`config.mk`:
```
export PLATFORM = sky130hd
export DESIGN_NAME = dai_coord
export DESIGN_NICKNAME = d
export VERILOG_FILES = /design/src/hw/rtl/dai_pkg.sv /design/src/hw/rtl/dai_divider.sv /design/src/hw/rtl/dai_coord.sv
export SDC_FILE = /design/constraint.sdc
export NUM_CORES = 1
export LEC_CHECK = 0
export ABC_AREA = 1
export BUFFER_PORTS_ARGS = -buffer_cell sky130_fd_sc_hd__buf_2
export CAP_MARGIN = 20
export CORE_ASPECT_RATIO = 0.75
export CORE_MARGIN = 2
export CORE_UTILIZATION = 40
export DETAILED_ROUTE_END_ITERATION = 8
export GPL_TIMING_DRIVEN = 0
export PLACE_DENSITY_LB_ADDON = 0.12
export REMOVE_ABC_BUFFERS = 1
export SYNTH_ARGS = -nofsm -noshare
export SYNTH_HDL_FRONTEND = slang
export SYNTH_SLANG_ARGS = --single-unit
```
`constraint.sdc`:
```
create_clock -name clk -period 2.6 [get_ports clk]
set_input_delay 0.26 -clock clk [delete_from_list [all_inputs] [get_ports clk]]
set_output_delay 0.26 -clock clk [all_outputs]
set_load 0.05 [all_outputs]
```
`src/hw/rtl/dai_pkg.sv`:
```
// ----------------------------------------------------------------------------
// dai_pkg
// Shared types, widths and codes for the downscaled accumulate image block.
// ----------------------------------------------------------------------------
package dai_pkg;

  localparam int POS_W       = 24;
  localparam int VAL_W       = 32;
  localparam int OP_W        = 2;
  localparam int CH_W        = 2;
  localparam int COORD_OUT_W = 7;
  localparam int CFG_W       = 23;
  localparam int CFG_IDX_W   = 2;
  localparam int VDIM_W      = 23;
  localparam int PPP_W       = 16;

  localparam int DIVD_W    = 24;
  localparam int DIVS_W    = 23;
  localparam int DIV_CNT_W = 5;

  localparam int DEF_SIDE     = 128;
  localparam int DEF_CHANNELS = 4;

  localparam logic [VDIM_W-1:0] VWIDTH_RST  = VDIM_W'(128);
  localparam logic [VDIM_W-1:0] VHEIGHT_RST = VDIM_W'(128);
  localparam logic [PPP_W-1:0]  PPP_RST     = PPP_W'(1);

  localparam logic [OP_W-1:0] OP_SET = 2'd0;
  localparam logic [OP_W-1:0] OP_ADD = 2'd1;
  localparam logic [OP_W-1:0] OP_MAX = 2'd2;

  localparam logic [CFG_IDX_W-1:0] REG_VWIDTH  = 2'd0;
  localparam logic [CFG_IDX_W-1:0] REG_VHEIGHT = 2'd1;
  localparam logic [CFG_IDX_W-1:0] REG_PPP     = 2'd2;

  typedef struct packed {
    logic [OP_W-1:0]         operation;
    logic [CH_W-1:0]         channel;
    logic signed [POS_W-1:0] x_position;
    logic signed [POS_W-1:0] y_position;
    logic signed [VAL_W-1:0] sample_value;
  } in_item_t;

  typedef struct packed {
    logic [COORD_OUT_W-1:0]  pixel_column;
    logic [COORD_OUT_W-1:0]  pixel_row;
    logic signed [VAL_W-1:0] new_contents;
    logic                    contents_defined;
    logic                    saturated;
  } out_item_t;

endpackage

```
`src/hw/rtl/dai_divider.sv`:
```
// ----------------------------------------------------------------------------
// dai_divider
// Restoring divider, one quotient bit per cycle, shared by modulo and divide.
// ----------------------------------------------------------------------------
module dai_divider (
  input  logic                         clk,
  input  logic                         rst_n,
  input  logic                         start,
  input  logic [dai_pkg::DIVD_W-1:0]   dividend,
  input  logic [dai_pkg::DIVS_W-1:0]   divisor,
  output logic                         done,
  output logic [dai_pkg::DIVD_W-1:0]   quotient,
  output logic [dai_pkg::DIVS_W-1:0]   remainder
);
  import dai_pkg::*;

  localparam logic [DIV_CNT_W-1:0] STEP_LAST = DIV_CNT_W'(DIVD_W - 1);

  logic                 busy_r;
  logic                 done_r;
  logic [DIV_CNT_W-1:0] cnt_r;
  logic [DIVD_W-1:0]    quo_r;
  logic [DIVS_W-1:0]    rem_r;
  logic [DIVS_W-1:0]    dvs_r;

  logic [DIVS_W:0]      shifted;
  logic [DIVS_W+1:0]    diff;
  logic                 fits;

  always_comb begin
    shifted = {rem_r, quo_r[DIVD_W-1]};
    diff    = {1'b0, shifted} - {2'b00, dvs_r};
    fits    = ~diff[DIVS_W+1];
  end

  always_ff @(posedge clk) begin
    if (!rst_n) begin
      busy_r <= 1'b0;
      done_r <= 1'b0;
      cnt_r  <= '0;
    end else begin
      done_r <= busy_r && !start && (cnt_r == STEP_LAST);
      if (start) begin
        busy_r <= 1'b1;
        cnt_r  <= '0;
      end else if (busy_r) begin
        cnt_r <= cnt_r + 1'b1;
        if (cnt_r == STEP_LAST) busy_r <= 1'b0;
      end
    end
  end

  always_ff @(posedge clk) begin
    if (start) begin
      quo_r <= dividend;
      rem_r <= '0;
      dvs_r <= divisor;
    end else if (busy_r) begin
      quo_r <= {quo_r[DIVD_W-2:0], fits};
      rem_r <= fits ? diff[DIVS_W-1:0] : shifted[DIVS_W-1:0];
    end
  end

  assign done      = done_r;
  assign quotient  = quo_r;
  assign remainder = rem_r;

endmodule

```
`src/hw/rtl/dai_coord.sv`:
```
// ----------------------------------------------------------------------------
// dai_coord
// One coordinate lane: wraps a signed position modulo the virtual size, then
// divides by the downscale factor and clamps to the stored image side.
// ----------------------------------------------------------------------------
module dai_coord #(
  parameter int SIDE = dai_pkg::DEF_SIDE
) (
  input  logic                                  clk,
  input  logic                                  rst_n,
  input  logic                                  start,
  input  logic signed [dai_pkg::POS_W-1:0]      pos,
  input  logic [dai_pkg::VDIM_W-1:0]            modulus,
  input  logic [dai_pkg::PPP_W-1:0]             factor,
  output logic                                  done,
  output logic [((SIDE > 1) ? $clog2(SIDE) : 1)-1:0] pixel
);
  import dai_pkg::*;

  localparam int COL_W = (SIDE > 1) ? $clog2(SIDE) : 1;

  localparam logic [1:0] ST_IDLE = 2'd0;
  localparam logic [1:0] ST_MOD  = 2'd1;
  localparam logic [1:0] ST_DIV  = 2'd2;

  logic [1:0]        state_r;
  logic              done_r;
  logic              neg_r;
  logic [VDIM_W-1:0] mod_r;
  logic [PPP_W-1:0]  fac_r;
  logic [COL_W-1:0]  pixel_r;

  logic              div_start;
  logic [DIVD_W-1:0] div_dividend;
  logic [DIVS_W-1:0] div_divisor;
  logic              div_done;
  logic [DIVD_W-1:0] div_quo;
  logic [DIVS_W-1:0] div_rem;

  logic [VDIM_W-1:0] mod_eff;
  logic [POS_W-1:0]  mag;
  logic [VDIM_W-1:0] wrapped;

  always_comb begin
    mod_eff = (modulus == '0) ? VDIM_W'(1) : modulus;
    mag     = pos[POS_W-1] ? (~pos + 1'b1) : pos;
    wrapped = (neg_r && div_rem != '0) ? (mod_r - div_rem) : div_rem;

    div_start    = 1'b0;
    div_dividend = DIVD_W'(mag);
    div_divisor  = DIVS_W'(mod_eff);
    if (state_r == ST_IDLE && start) begin
      div_start = 1'b1;
    end else if (state_r == ST_MOD && div_done) begin
      div_start    = 1'b1;
      div_dividend = DIVD_W'(wrapped);
      div_divisor  = DIVS_W'(fac_r);
    end
  end

  dai_divider u_div (
    .clk       (clk),
    .rst_n     (rst_n),
    .start     (div_start),
    .dividend  (div_dividend),
    .divisor   (div_divisor),
    .done      (div_done),
    .quotient  (div_quo),
    .remainder (div_rem)
  );

  always_ff @(posedge clk) begin
    if (!rst_n) begin
      state_r <= ST_IDLE;
      done_r  <= 1'b0;
    end else begin
      done_r <= (state_r == ST_DIV) && div_done;
      unique case (state_r)
        ST_IDLE: begin
          if (start) state_r <= ST_MOD;
        end
        ST_MOD: begin
          if (div_done) state_r <= ST_DIV;
        end
        ST_DIV: begin
          if (div_done) state_r <= ST_IDLE;
        end
        default: state_r <= ST_IDLE;
      endcase
    end
  end

  always_ff @(posedge clk) begin
    if (state_r == ST_IDLE && start) begin
      neg_r <= pos[POS_W-1];
      mod_r <= mod_eff;
      fac_r <= (factor == '0) ? PPP_W'(1) : factor;
    end
    if (state_r == ST_DIV && div_done) begin
      pixel_r <= (div_quo > DIVD_W'(SIDE - 1)) ? COL_W'(SIDE - 1) : div_quo[COL_W-1:0];
    end
  end

  assign done  = done_r;
  assign pixel = pixel_r;

endmodule

```
==> metrics.md, run 1 <==
| Metric | Value |
|---|---|
| Top cell type's share of synthesized area | 30.0% |
| DIE WIDTH | 181 microns |
| Critical path buffer and inverter count | 2 |
| Post-synthesis sequential area ratio | 37.0% |
| Average size of a mapped cell | 6.85 sq um |
| CP Depth | 11 |
| R2R cell count | 11 |
| Most common cell in the netlist | nand2_1 |
| Synth area leaders | edfxtp_1 (30%), nand2_1 (16%), inv_1 (9.4%), dfxtp_1 (7.0%), ha_1 (6.2%) |
| Vert. Die Dim | 137 microns |
| Max clock buf depth | 2 |
| Buffers on Ports | 73 |
| FF+latch area | 3480 sq um |
| Hold Path Cell Cnt | 1 |
| Worst setup EP type | flip-flop |
| Max VDD drop | 551 uV |
| Layout area overhead | 14.0% |
| Worst hold endpoint | fac_r[4] |
| Root buffer cell | clkbuf_16 |
| Initial antenna violation count | 0 |
| Final instance area | 10700 sq um |
| Hpwl dp | 22400 microns |
| Drt pass-1 iters | 5 |
| CTS tree | built |
| Yosys cell types | 47 |
| Lkg Pwr | 5.21 nW |
| Commonest cells in the netlist | nand2_1 (413), inv_1 (235), nor2_1 (117) |
| First-pass GRT wire length | 44800 microns |
| Vias in the first global route | 7869 |
| Min Tclk post-route | 2.45 ns |
| Placed Instance Area | 9990 sq um |
| Slew Limit Headroom | 42.1% |
| Setup crit start | mod_r[0] |
| Row count | 48 |
| Final Hold Fails | 0 |
| Setup Skew | 0.00800 ns |
| # diodes | 0 |
| Setup Crit Path Kind | flip-flop to flip-flop |
| Yosys reg bits | 127 |
| WL final | 28700 microns |
| CP cell instances | inv_1 > ha_1 > inv_1 > fa_1 > nand3_1 > nand3_2 > nand2_1 > nand2_2 > xor2_1 > o21ai_2 > nand2_1 |
| Max-Cap Viols | 0 |
| Status | completed |
| FF-to-FF Start | mod_r[0] |
| Synth Flop Type | edfxtp_1 |
| Ys async rst share | 0% |
| Worst-Skew Late Latency | 0.43 ns |
| H-tree depth | 4 |
| Min-delay src | factor[4] |
| Initial drt markers | 809 |
| Setup violations, final | 0 |
| FMAX | 409 MHz |
| DRC Markers | 0 |
| CTS clock-pin slew for the worst setup and hold paths | 0.06 ns |
| Final ANT Viol Nets | 0 |
| Core area | 23100 sq um |
| DR WL/cell | 16.6 microns |
| Layout cell share with drive strength beyond 1 | 10.8% |
| Final Max Tran Viols | 0 |
| Multi-input gate area | 4910 sq um |
| Worst slew pin tran | 0.861 ns |
| Filler cells | 2406 |
| GP Congestion | 0.992 |
| Initial core utilization | 40.9% |
| CTS sink cnt | 127 |
| Maximum fanout along the worst path | 4 |
| Power Density | 520 nW/um^2 |
| Crit path largest cell delay | 0.43 ns |
| RSZ-0062 raised after global routing | true |
| Total GRT Usage | 23.9% |
| CP startpoint kind | flip-flop |
| Pin count of the biggest net entering global routing | 41 |
| Non-filler instance count after layout | 1732 |
| Placed cells | 1691 |
| CTS hold repair buffers | 0 |
| Largest delay share family, worst path | simple AND/OR/NAND/NOR gates |
| R2R Setup Slk | 0.15 ns |
| Post-synth EDFFs | 94 |
| Yosys Warn Count | 0 |
| Pre-CTS worst setup slack | -0.625 ns |
| Slowest stage cell, crit path | fa_1 |
| Synth Cell Area | 9420 sq um |
| # IOs | 74 |
| Worst setup margin | 0.153 ns |
| Synth area leader | edfxtp_1 |
| Cells after Synth | 1375 |
| NumNets Final | 1534 |
| Die ar. | 24800 sq um |
| Vias/cell | 5.11 |
| Worst Hold Class | primary input to flip-flop |
| Via count | 8855 |
| Part of the cycle the worst path needs | 94.1% |
| GRT overflow | 0 |
| CP Data Required Time | 2.76 ns |
| TritonCTS buffer count | 17 |
| Worst r2r dst | u_div.quotient[6] |
| Arr. time, crit path | 2.61 ns |
-- cells by family after synthesis --
group | share of synthesized area [%]
AND/OR/NAND/NOR | 32.6
XOR/XNOR | 2.04
buffers and inverters | 12.3
AO/OA/AOI/OAI | 9.13
multiplexers | 0.358
adder cells (fa/ha/maj) | 6.66
flip-flops | 37.0
-- cells in the final DEF (no fill, tap or decap), types with 3 or more instances in the layout --
cell / count
a21boi_0: 4
xor2_1: 13
clkinv_4: 4
clkinvlp_4: 4
nand3_1: 110
clkbuf_16: 17
ha_1: 47
nand3_2: 3
buf_12: 4
clkinv_2: 5
and2_1: 3
buf_4: 4
edfxtp_1: 94
nand2_2: 7
nand4_1: 31
dfxtp_1: 32
a21o_1: 4
o21ai_1: 16
nor3_1: 12
buf_2: 73
o21bai_1: 6
nand2_1: 410
nor2_4: 3
a21oi_1: 83
inv_1: 234
xnor2_1: 9
nor4_1: 10
nor2_2: 6
mux2_2: 3
nand3_4: 4
a32oi_1: 3
o22ai_1: 5
nor2_1: 115
nand3b_1: 4
o21ai_0: 21
-- layout make-up --
| class | count | share of cell area [%] |
|---|---|---|
| flip-flops and latches | 127 | 32.4 |
| inverters | 238 | 8.36 |
| repair buffers | 83 | 4.82 |
| clock inverters | 13 | 1.08 |
| well taps | 300 | 3.49 |
| clock buffers | 19 | 4.12 |
| multi-input cells | 952 | 45.7 |
-- stage by stage --
step                power [mW]  TNS, ns  util [%]  hold WS [ns]
global route              5.83   -0.164      46.6       0.00586
detailed placement        3.30   -30.46      43.3         0.454
floorplan                 2.98   -72.12         -         0.359
global placement          3.27  -306.09      42.9         0.453
CTS                       5.60        0      46.3       0.00218
finish                    5.59        0      46.6        0.0231
-- report_power, final --
| part | switching, mW | total (mW) | leakage (nW) | internal (mW) |
|---|---|---|---|---|
| clock | 0.953 | 2.29 | 0.269 | 1.34 |
| sequential | 0.0635 | 2.40 | 1.19 | 2.34 |
| combinational | 0.595 | 0.893 | 3.75 | 0.298 |
| total | 1.61 | 5.59 | 5.21 | 3.97 |
-- worst register-to-register path, stage by stage (launching register included) --
cell and delay [ns]:
edfxtp_1 0.37, inv_1 0.07, ha_1 0.14, inv_1 0.08
fa_1 0.43, nand3_1 0.11, nand3_2 0.14, nand2_1 0.12
nand2_2 0.13, xor2_1 0.18, o21ai_2 0.31, nand2_1 0.09
-- timing repair --
| item | in CTS | in global routing |
|---|---|---|
| pin swaps | 0 | 1 |
| buffers inserted | 4 | 2 |
| setup endpoints to repair | 77 | 28 |
| gates cloned | 2 | 1 |
| gates resized for setup | 11 | 11 |
-- how the worst max path moves through the flow --
stage | endpoint | slack [ns]
floorplan | u_div.quotient[0] | -1.40
global placement | u_div.quotient[7] | -4.09
finish | u_div.quotient[6] | 0.15
detailed placement | u_div.quotient[7] | -0.62
CTS | u_div.quotient[5] | 0.01
global route | u_div.cnt_r[2] | -0.05
-- per-layer routing --
layer	vias to the layer above	GRT usage [%]	wire, microns
met5	-	0	0
met4	0	4.74	284
met3	19	5.77	2470
met2	301	33.0	11200
met1	4020	37.2	14800
li1	4515	-	-
-- flip-flops by register name, indices dropped and copies added, names as in the netlist --
register	cells
fac_r	16
u_div.dvs_r	23
u_div.remainder	23
u_div.done	1
u_div.busy_r	1
u_div.quotient	24
state_r	2
pixel	7
u_div.cnt_r	5
mod_r	23
done	1
neg_r	1
Note: power is estimated with default switching activity, not from simulation.
==> run 2: changes to the inputs <==
--- a/config.mk
+++ b/config.mk
@@ -13,7 +13,6 @@
 export CORE_UTILIZATION = 40
 export DETAILED_ROUTE_END_ITERATION = 8
 export GPL_TIMING_DRIVEN = 0
-export PLACE_DENSITY_LB_ADDON = 0.12
 export REMOVE_ABC_BUFFERS = 1
 export SYNTH_ARGS = -nofsm -noshare
 export SYNTH_HDL_FRONTEND = slang
==> run 2 against run 1 <==
  * Clock skew increased by 0.0020 ns
  * Non-clock buffer count shrank 1
  * Wire length decreased by 1.2%
  * Sequential cell count did not move
  * Critical path type unchanged
  * Critical endpoint is now u_div.remainder[17]
  * Largest power group is now clock
==> metrics.md, run 2 (same netlist as run 1, synthesis figures left out) <==
| Metric | Value |
|---|---|
| Status | completed |
| DR WL/cell | 16.4 microns |
| Worst-Skew Late Latency | 0.43 ns |
| Lkg Pwr | 5.22 nW |
| Multi-input gate area | 4900 sq um |
| CTS sink cnt | 127 |
| Final instance area | 10800 sq um |
| Part of the cycle the worst path needs | 96.7% |
| Setup Skew | 0.00996 ns |
| Final TNS setup | 0 ns |
| Layout area overhead | 14.7% |
| Commonest non-fill, non-tap cell in the layout | nand2_1 |
| Slowest stage cell, crit path | edfxtp_1 |
| NumNets Final | 1533 |
| CTS tree | built |
| Die ar. | 24800 sq um |
| Sequential power share | 40.7% |
| # diodes | 0 |
| Comb power frac | 15.1% |
| Vias/cell | 5.19 |
| Pint | 4.25 mW |
| Worst setup EP type | flip-flop |
| Hpwl dp | 21900 microns |
| Vert. Die Dim | 137 microns |
| # IOs | 74 |
| Clk pwr share | 44.2% |
| Crit path largest cell delay | 0.50 ns |
| WL final | 28400 microns |
| Total power | 5.92 mW |
| Vias in the first global route | 7956 |
| Setup Crit Path Kind | flip-flop to flip-flop |
| Non-filler instance count after layout | 1731 |
| FMAX | 398 MHz |
| Buffers on Ports | 73 |
| CP startpoint kind | flip-flop |
| Final Hold Fails | 0 |
| Drt pass-1 iters | 5 |
| GRT overflow | 0 |
| Max clock buf depth | 2 |
| Arr. time, crit path | 2.84 ns |
| Min Tclk post-route | 2.52 ns |
| First-pass GRT wire length | 44100 microns |
| H-tree depth | 4 |
| Final Max Tran Viols | 0 |
| Via count | 8977 |
| GP Congestion | 0.986 |
| FF+latch area | 3480 sq um |
| Setup violations, final | 0 |
| CP cell instances | inv_1 > ha_1 > fa_1 > inv_1 > nand3_1 > nand3_2 > nand2_1 > nand2_4 > nand2_8 > nand3_4 > nand3_1 > nand3_1 > nand2_1 |
| TritonCTS buffer count | 17 |
| Total GRT Usage | 23.4% |
| CP Depth | 13 |
| DRC Markers | 0 |
| Max-Cap Viols | 0 |
| Placed Instance Area | 9990 sq um |
| Core area | 23100 sq um |
| Top cell by count, worst path | nand3_1 |
| Maximum fanout along the worst path | 11 |
| Root buffer cell | clkbuf_16 |
| R2R cell count | 13 |
| Layout cell share with drive strength beyond 1 | 10.5% |
| Max VDD drop | 537 uV |
| Worst slew pin tran | 1.19 ns |
| CTS clock-pin slew for the worst setup and hold paths | 0.06 ns |
| Power Density | 548 nW/um^2 |
| Final ANT Viol Nets | 0 |
| Placed cells | 1691 |
| Filler cells | 2411 |
| Row count | 48 |
| Initial core utilization | 40.9% |
| Critical path buffer and inverter count | 2 |
| Slew Limit Headroom | 19.9% |
| Hold Path Cell Cnt | 1 |
| Sw Ratio | 28.3% |
| Net Sw Power | 1.67 mW |
| Largest delay share family, worst path | simple AND/OR/NAND/NOR gates |
| Worst Hold Class | primary input to flip-flop |
| Max FFs per register | 24 |
| Most frequent cells in the layout | nand2_1 (412), inv_1 (233), nor2_1 (115) |
| CP Data Required Time | 2.92 ns |
| Initial antenna violation count | 0 |
| Pin count of the biggest net entering global routing | 45 |
| DIE WIDTH | 181 microns |
| Initial drt markers | 1012 |
run 2: cell types whose count changed in the layout (fill, tap and decap cells not counted), sizes merged:
| cell | previous run | this run |
|---|---|---|
| bufinv | 1 | 4 |
| buf | 83 | 81 |
| clkbuf | 19 | 17 |
| nand3 | 117 | 116 |
| inv | 237 | 239 |
| clkinv | 9 | 7 |
| dlygate4sd3 | 0 | 1 |
run 2: stage by stage:
stage               utilization, %  hold slack [ns]  worst slack, ns
floorplan                        -            0.359            -1.40
global placement              42.9            0.452            -4.01
detailed placement            43.3            0.454           -0.611
CTS                           46.6          0.00259          0.00372
global route                  46.9          0.00240         -0.00190
finish                        46.9           0.0175           0.0847
run 2: worst register-to-register path, cell delays in order, from the launching register on:
cell,delay (ns)
edfxtp_1,0.50
inv_1,0.08
ha_1,0.23
fa_1,0.41
inv_1,0.10
nand3_1,0.09
nand3_2,0.15
nand2_1,0.11
nand2_4,0.13
nand2_8,0.12
nand3_4,0.20
nand3_1,0.15
nand3_1,0.09
nand2_1,0.05
run 2: per-layer routing:
| layer | vias up | global-route usage (%) | part of all wire [%] |
|---|---|---|---|
| li1 | 4511 | - | - |
| met1 | 4094 | 34.3 | 48 |
| met2 | 351 | 31.6 | 39 |
| met3 | 21 | 10.2 | 12 |
| met4 | 0 | 4.34 | 0.76 |
| met5 | - | 0 | 0 |
run 2: power groups by stage:
stage                     clock network [mW]  registers (mW)  logic [mW]
after global placement                     0            2.45       0.819
after detailed placement                   0            2.45       0.848
after floorplan                            0            2.42       0.558
final                                   2.62            2.41       0.894
after CTS                               2.65            2.41       0.866
after global routing                    2.75            2.42        1.01
run 2: worst paths after layout:
kind	start	endpoint	slack [ns]
worst min-delay path	factor[10]	fac_r[10]	0.02
worst max-delay path	u_div.quotient[23]	u_div.remainder[17]	0.08
worst max register to register	u_div.quotient[23]	u_div.remainder[17]	0.08
worst min register to register	u_div.remainder[17]	u_div.remainder[17]	0.47
run 2: repair_timing:
item                                   in CTS  in global routing
setup endpoints to repair                  77                 36
endpoints found under the hold margin       0                  1
buffers inserted                            4                  0
resized for setup                           7                 14
hold buffers                                0                  1
cloned                                      2                  1
run 2: final cells by class:
cell class	count	area share (%)
clock buffers	17	3.94
repair buffers	82	4.68
repair inverters	1	0.0695
well taps	300	3.47
inverters	238	8.35
multi-input cells	951	45.3
clock inverters	15	1.92
flip-flops and latches	127	32.2
==> run 3: changes to the inputs <==
--- a/config.mk
+++ b/config.mk
@@ -8,9 +8,9 @@
 export ABC_AREA = 1
 export BUFFER_PORTS_ARGS = -buffer_cell sky130_fd_sc_hd__buf_2
 export CAP_MARGIN = 20
-export CORE_ASPECT_RATIO = 0.75
 export CORE_MARGIN = 2
 export CORE_UTILIZATION = 40
+export CTS_BUF_LIST = sky130_fd_sc_hd__clkbuf_4 sky130_fd_sc_hd__clkbuf_8
 export DETAILED_ROUTE_END_ITERATION = 8
 export GPL_TIMING_DRIVEN = 0
 export REMOVE_ABC_BUFFERS = 1
==> run 3 against run 2 <==
  * Core utilization is 0.12 points lower
  * Count of clock-buffer cells in the layout is 1 higher
  * Critical path type unchanged
  * Clock power is 27% lower
  * Power is 12% lower
  * Largest power group is now registers
  * Combinational power is 1% higher
  * Non-clock buffer count is 29 higher
==> metrics.md, run 3 (same netlist as run 1, synthesis figures left out) <==
| Metric | Value |
|---|---|
| Status | completed |
| CP startpoint kind | flip-flop |
| Pin count of the biggest net entering global routing | 38 |
| Vias in the first global route | 8279 |
| Die ar. | 24800 sq um |
| Max VDD drop | 311 uV |
| GP Congestion | 0.913 |
| Multi-input gate area | 4920 sq um |
| Final instance area | 10900 sq um |
| Setup Skew | 0.0123 ns |
| Initial antenna violation count | 0 |
| CTS clock-pin slew for the worst setup and hold paths | 0.08 ns |
| Lkg Pwr | 5.27 nW |
| Total GRT Usage | 22.4% |
| R2R cell count | 14 |
| H-tree depth | 4 |
| # IOs | 74 |
| Initial drt markers | 752 |
| Final Hold Fails | 0 |
| Commonest non-fill, non-tap cell in the layout | nand2_1 |
| CTS sink cnt | 127 |
| FMAX | 406 MHz |
| Filler cells | 2373 |
| Drt pass-1 iters | 5 |
| DRC Markers | 0 |
| Power Density | 478 nW/um^2 |
| CP Data Required Time | 2.98 ns |
| Pre-CTS worst setup slack | -1.22 ns |
| FF+latch area | 3480 sq um |
| Arr. time, crit path | 2.84 ns |
| Root buffer cell | clkbuf_8 |
| Hold Path Cell Cnt | 1 |
| Via count | 9032 |
| Clk pwr share | 36.5% |
| First-pass GRT wire length | 42600 microns |
| Maximum fanout along the worst path | 13 |
| Slew Limit Headroom | 30.1% |
| Vias/cell | 5.07 |
| DR WL/cell | 15.5 microns |
| Row count | 56 |
| Worst setup margin | 0.140 ns |
| Max clock buf depth | 2 |
| Sw Ratio | 31.5% |
| Min-delay src | modulus[18] |
| FF-to-FF Start | u_div.quotient[23] |
| DIE WIDTH | 157 microns |
| Vert. Die Dim | 157 microns |
| Initial core utilization | 40.4% |
| GRT overflow | 0 |
| Part of the cycle the worst path needs | 94.6% |
| Sequential power share | 46.1% |
| Layout area overhead | 15.7% |
| Max-Cap Viols | 0 |
| Comb power frac | 17.4% |
| TritonCTS buffer count | 17 |
| WL final | 27600 microns |
| Total power | 5.21 mW |
| Worst hold endpoint | mod_r[18] |
| RSZ-0062 raised after global routing | true |
| Min Tclk post-route | 2.46 ns |
| Buffers on Ports | 73 |
| Net Sw Power | 1.64 mW |
| Core area | 23300 sq um |
| Placed Instance Area | 10000 sq um |
| # diodes | 0 |
| Final ANT Viol Nets | 0 |
| Worst slew pin tran | 1.04 ns |
| Setup Crit Path Kind | flip-flop to flip-flop |
| Worst r2r dst | u_div.remainder[10] |
| Max FFs per register | 24 |
| Worst-Skew Late Latency | 0.49 ns |
| Worst Hold Class | primary input to flip-flop |
| Most frequent cells in the layout | nand2_1 (412), inv_1 (233), nor2_1 (116) |
| Setup violations, final | 0 |
| Worst setup EP type | flip-flop |
| Layout cell share with drive strength beyond 1 | 10.3% |
| CTS tree | built |
| Final Max Tran Viols | 0 |
| Hpwl dp | 20100 microns |
| R2R Setup Slk | 0.14 ns |
| NumNets Final | 1565 |
| Pint | 3.57 mW |
-- run 3: changes by cell type in the layout (fill, tap and decap cells not counted), sizes merged --
| cell | before | now |
|---|---|---|
| clkbuf | 17 | 18 |
| bufinv | 4 | 2 |
| nand2 | 421 | 422 |
| clkinv | 7 | 3 |
| inv | 239 | 244 |
| nand3 | 116 | 118 |
| dlygate4sd3 | 1 | 30 |
-- run 3: power by group through the flow --
| stage | Sequential (mW) | Clock [mW] | Combinational (mW) |
|---|---|---|---|
| 3_5_place_dp | 2.45 | 0 | 0.830 |
| 5_1_grt | 2.42 | 1.99 | 1.01 |
| 4_1_cts | 2.40 | 1.91 | 0.886 |
| 3_3_place_gp | 2.45 | 0 | 0.811 |
| 2_1_floorplan | 2.42 | 0 | 0.558 |
| 6_report | 2.40 | 1.90 | 0.904 |
-- run 3: worst max-delay path by stage --
stage                  startpoint                  end  slack (ns)  cells past startpoint
6_report       u_div.quotient[23]  u_div.remainder[10]        0.14                     14
5_1_grt                state_r[1]   u_div.quotient[14]      -0.007                      7
4_1_cts        u_div.quotient[23]  u_div.remainder[22]        0.02                     14
3_5_place_dp           state_r[0]   u_div.quotient[18]       -1.22                      4
3_3_place_gp           state_r[0]   u_div.quotient[19]       -4.16                      4
2_1_floorplan          state_r[0]    u_div.quotient[0]       -1.40                      4
-- run 3: what timing repair did --
| item | 4_1_cts | 5_1_grt |
|---|---|---|
| buffers inserted | 1 | 4 |
| gates cloned | 3 | 3 |
| endpoints found under the setup margin | 78 | 41 |
| resized for setup | 9 | 7 |
| endpoints found under the hold margin | 30 | 0 |
| hold buffers | 30 | 0 |
| pin swaps | 0 | 2 |
-- run 3: metal layers --
layer  share of wire (%)  vias to the layer above  GRT usage, %  wire length (microns)
met5                   0                        -             0                      0
met4                 2.4                        0          7.79                    652
met3                 6.2                       49          3.55                   1700
met2                  45                      284          35.3                  12500
met1                  46                     4119          31.1                  12800
li1                    -                     4580             -                      -
-- run 3: final cells by class --
cell class | count | area share (%)
inverters | 238 | 8.27
repair buffers | 111 | 7.14
flip-flops and latches | 127 | 31.9
well taps | 319 | 3.66
multi-input cells | 954 | 45.1
repair inverters | 1 | 0.0688
clock buffers | 18 | 2.27
clock inverters | 14 | 1.55
-- run 3: worst max-delay path, stage by stage (launching register included) --
cell	delay, ns
edfxtp_1	0.51
inv_1	0.08
ha_1	0.24
fa_2	0.36
inv_1	0.09
nand3_1	0.08
nand3_2	0.13
nand2_1	0.10
nand2_4	0.13
nand2_8	0.12
nand3_4	0.16
buf_4	0.17
nand2_1	0.06
nand3_1	0.07
nand2_1	0.05
-- run 3: per-stage QoR --
step	std cells	setup TNS (ns)	hold WS, ns	utilization, %
finish	1782	0	0.00995	46.7
global route	1782	-0.00674	0.00603	46.7
CTS	1775	0	0.00251	46.3
detailed placement	1709	-65.59	0.455	42.8
global placement	1706	-314.29	0.453	42.5
floorplan	1314	-72.12	0.359	-
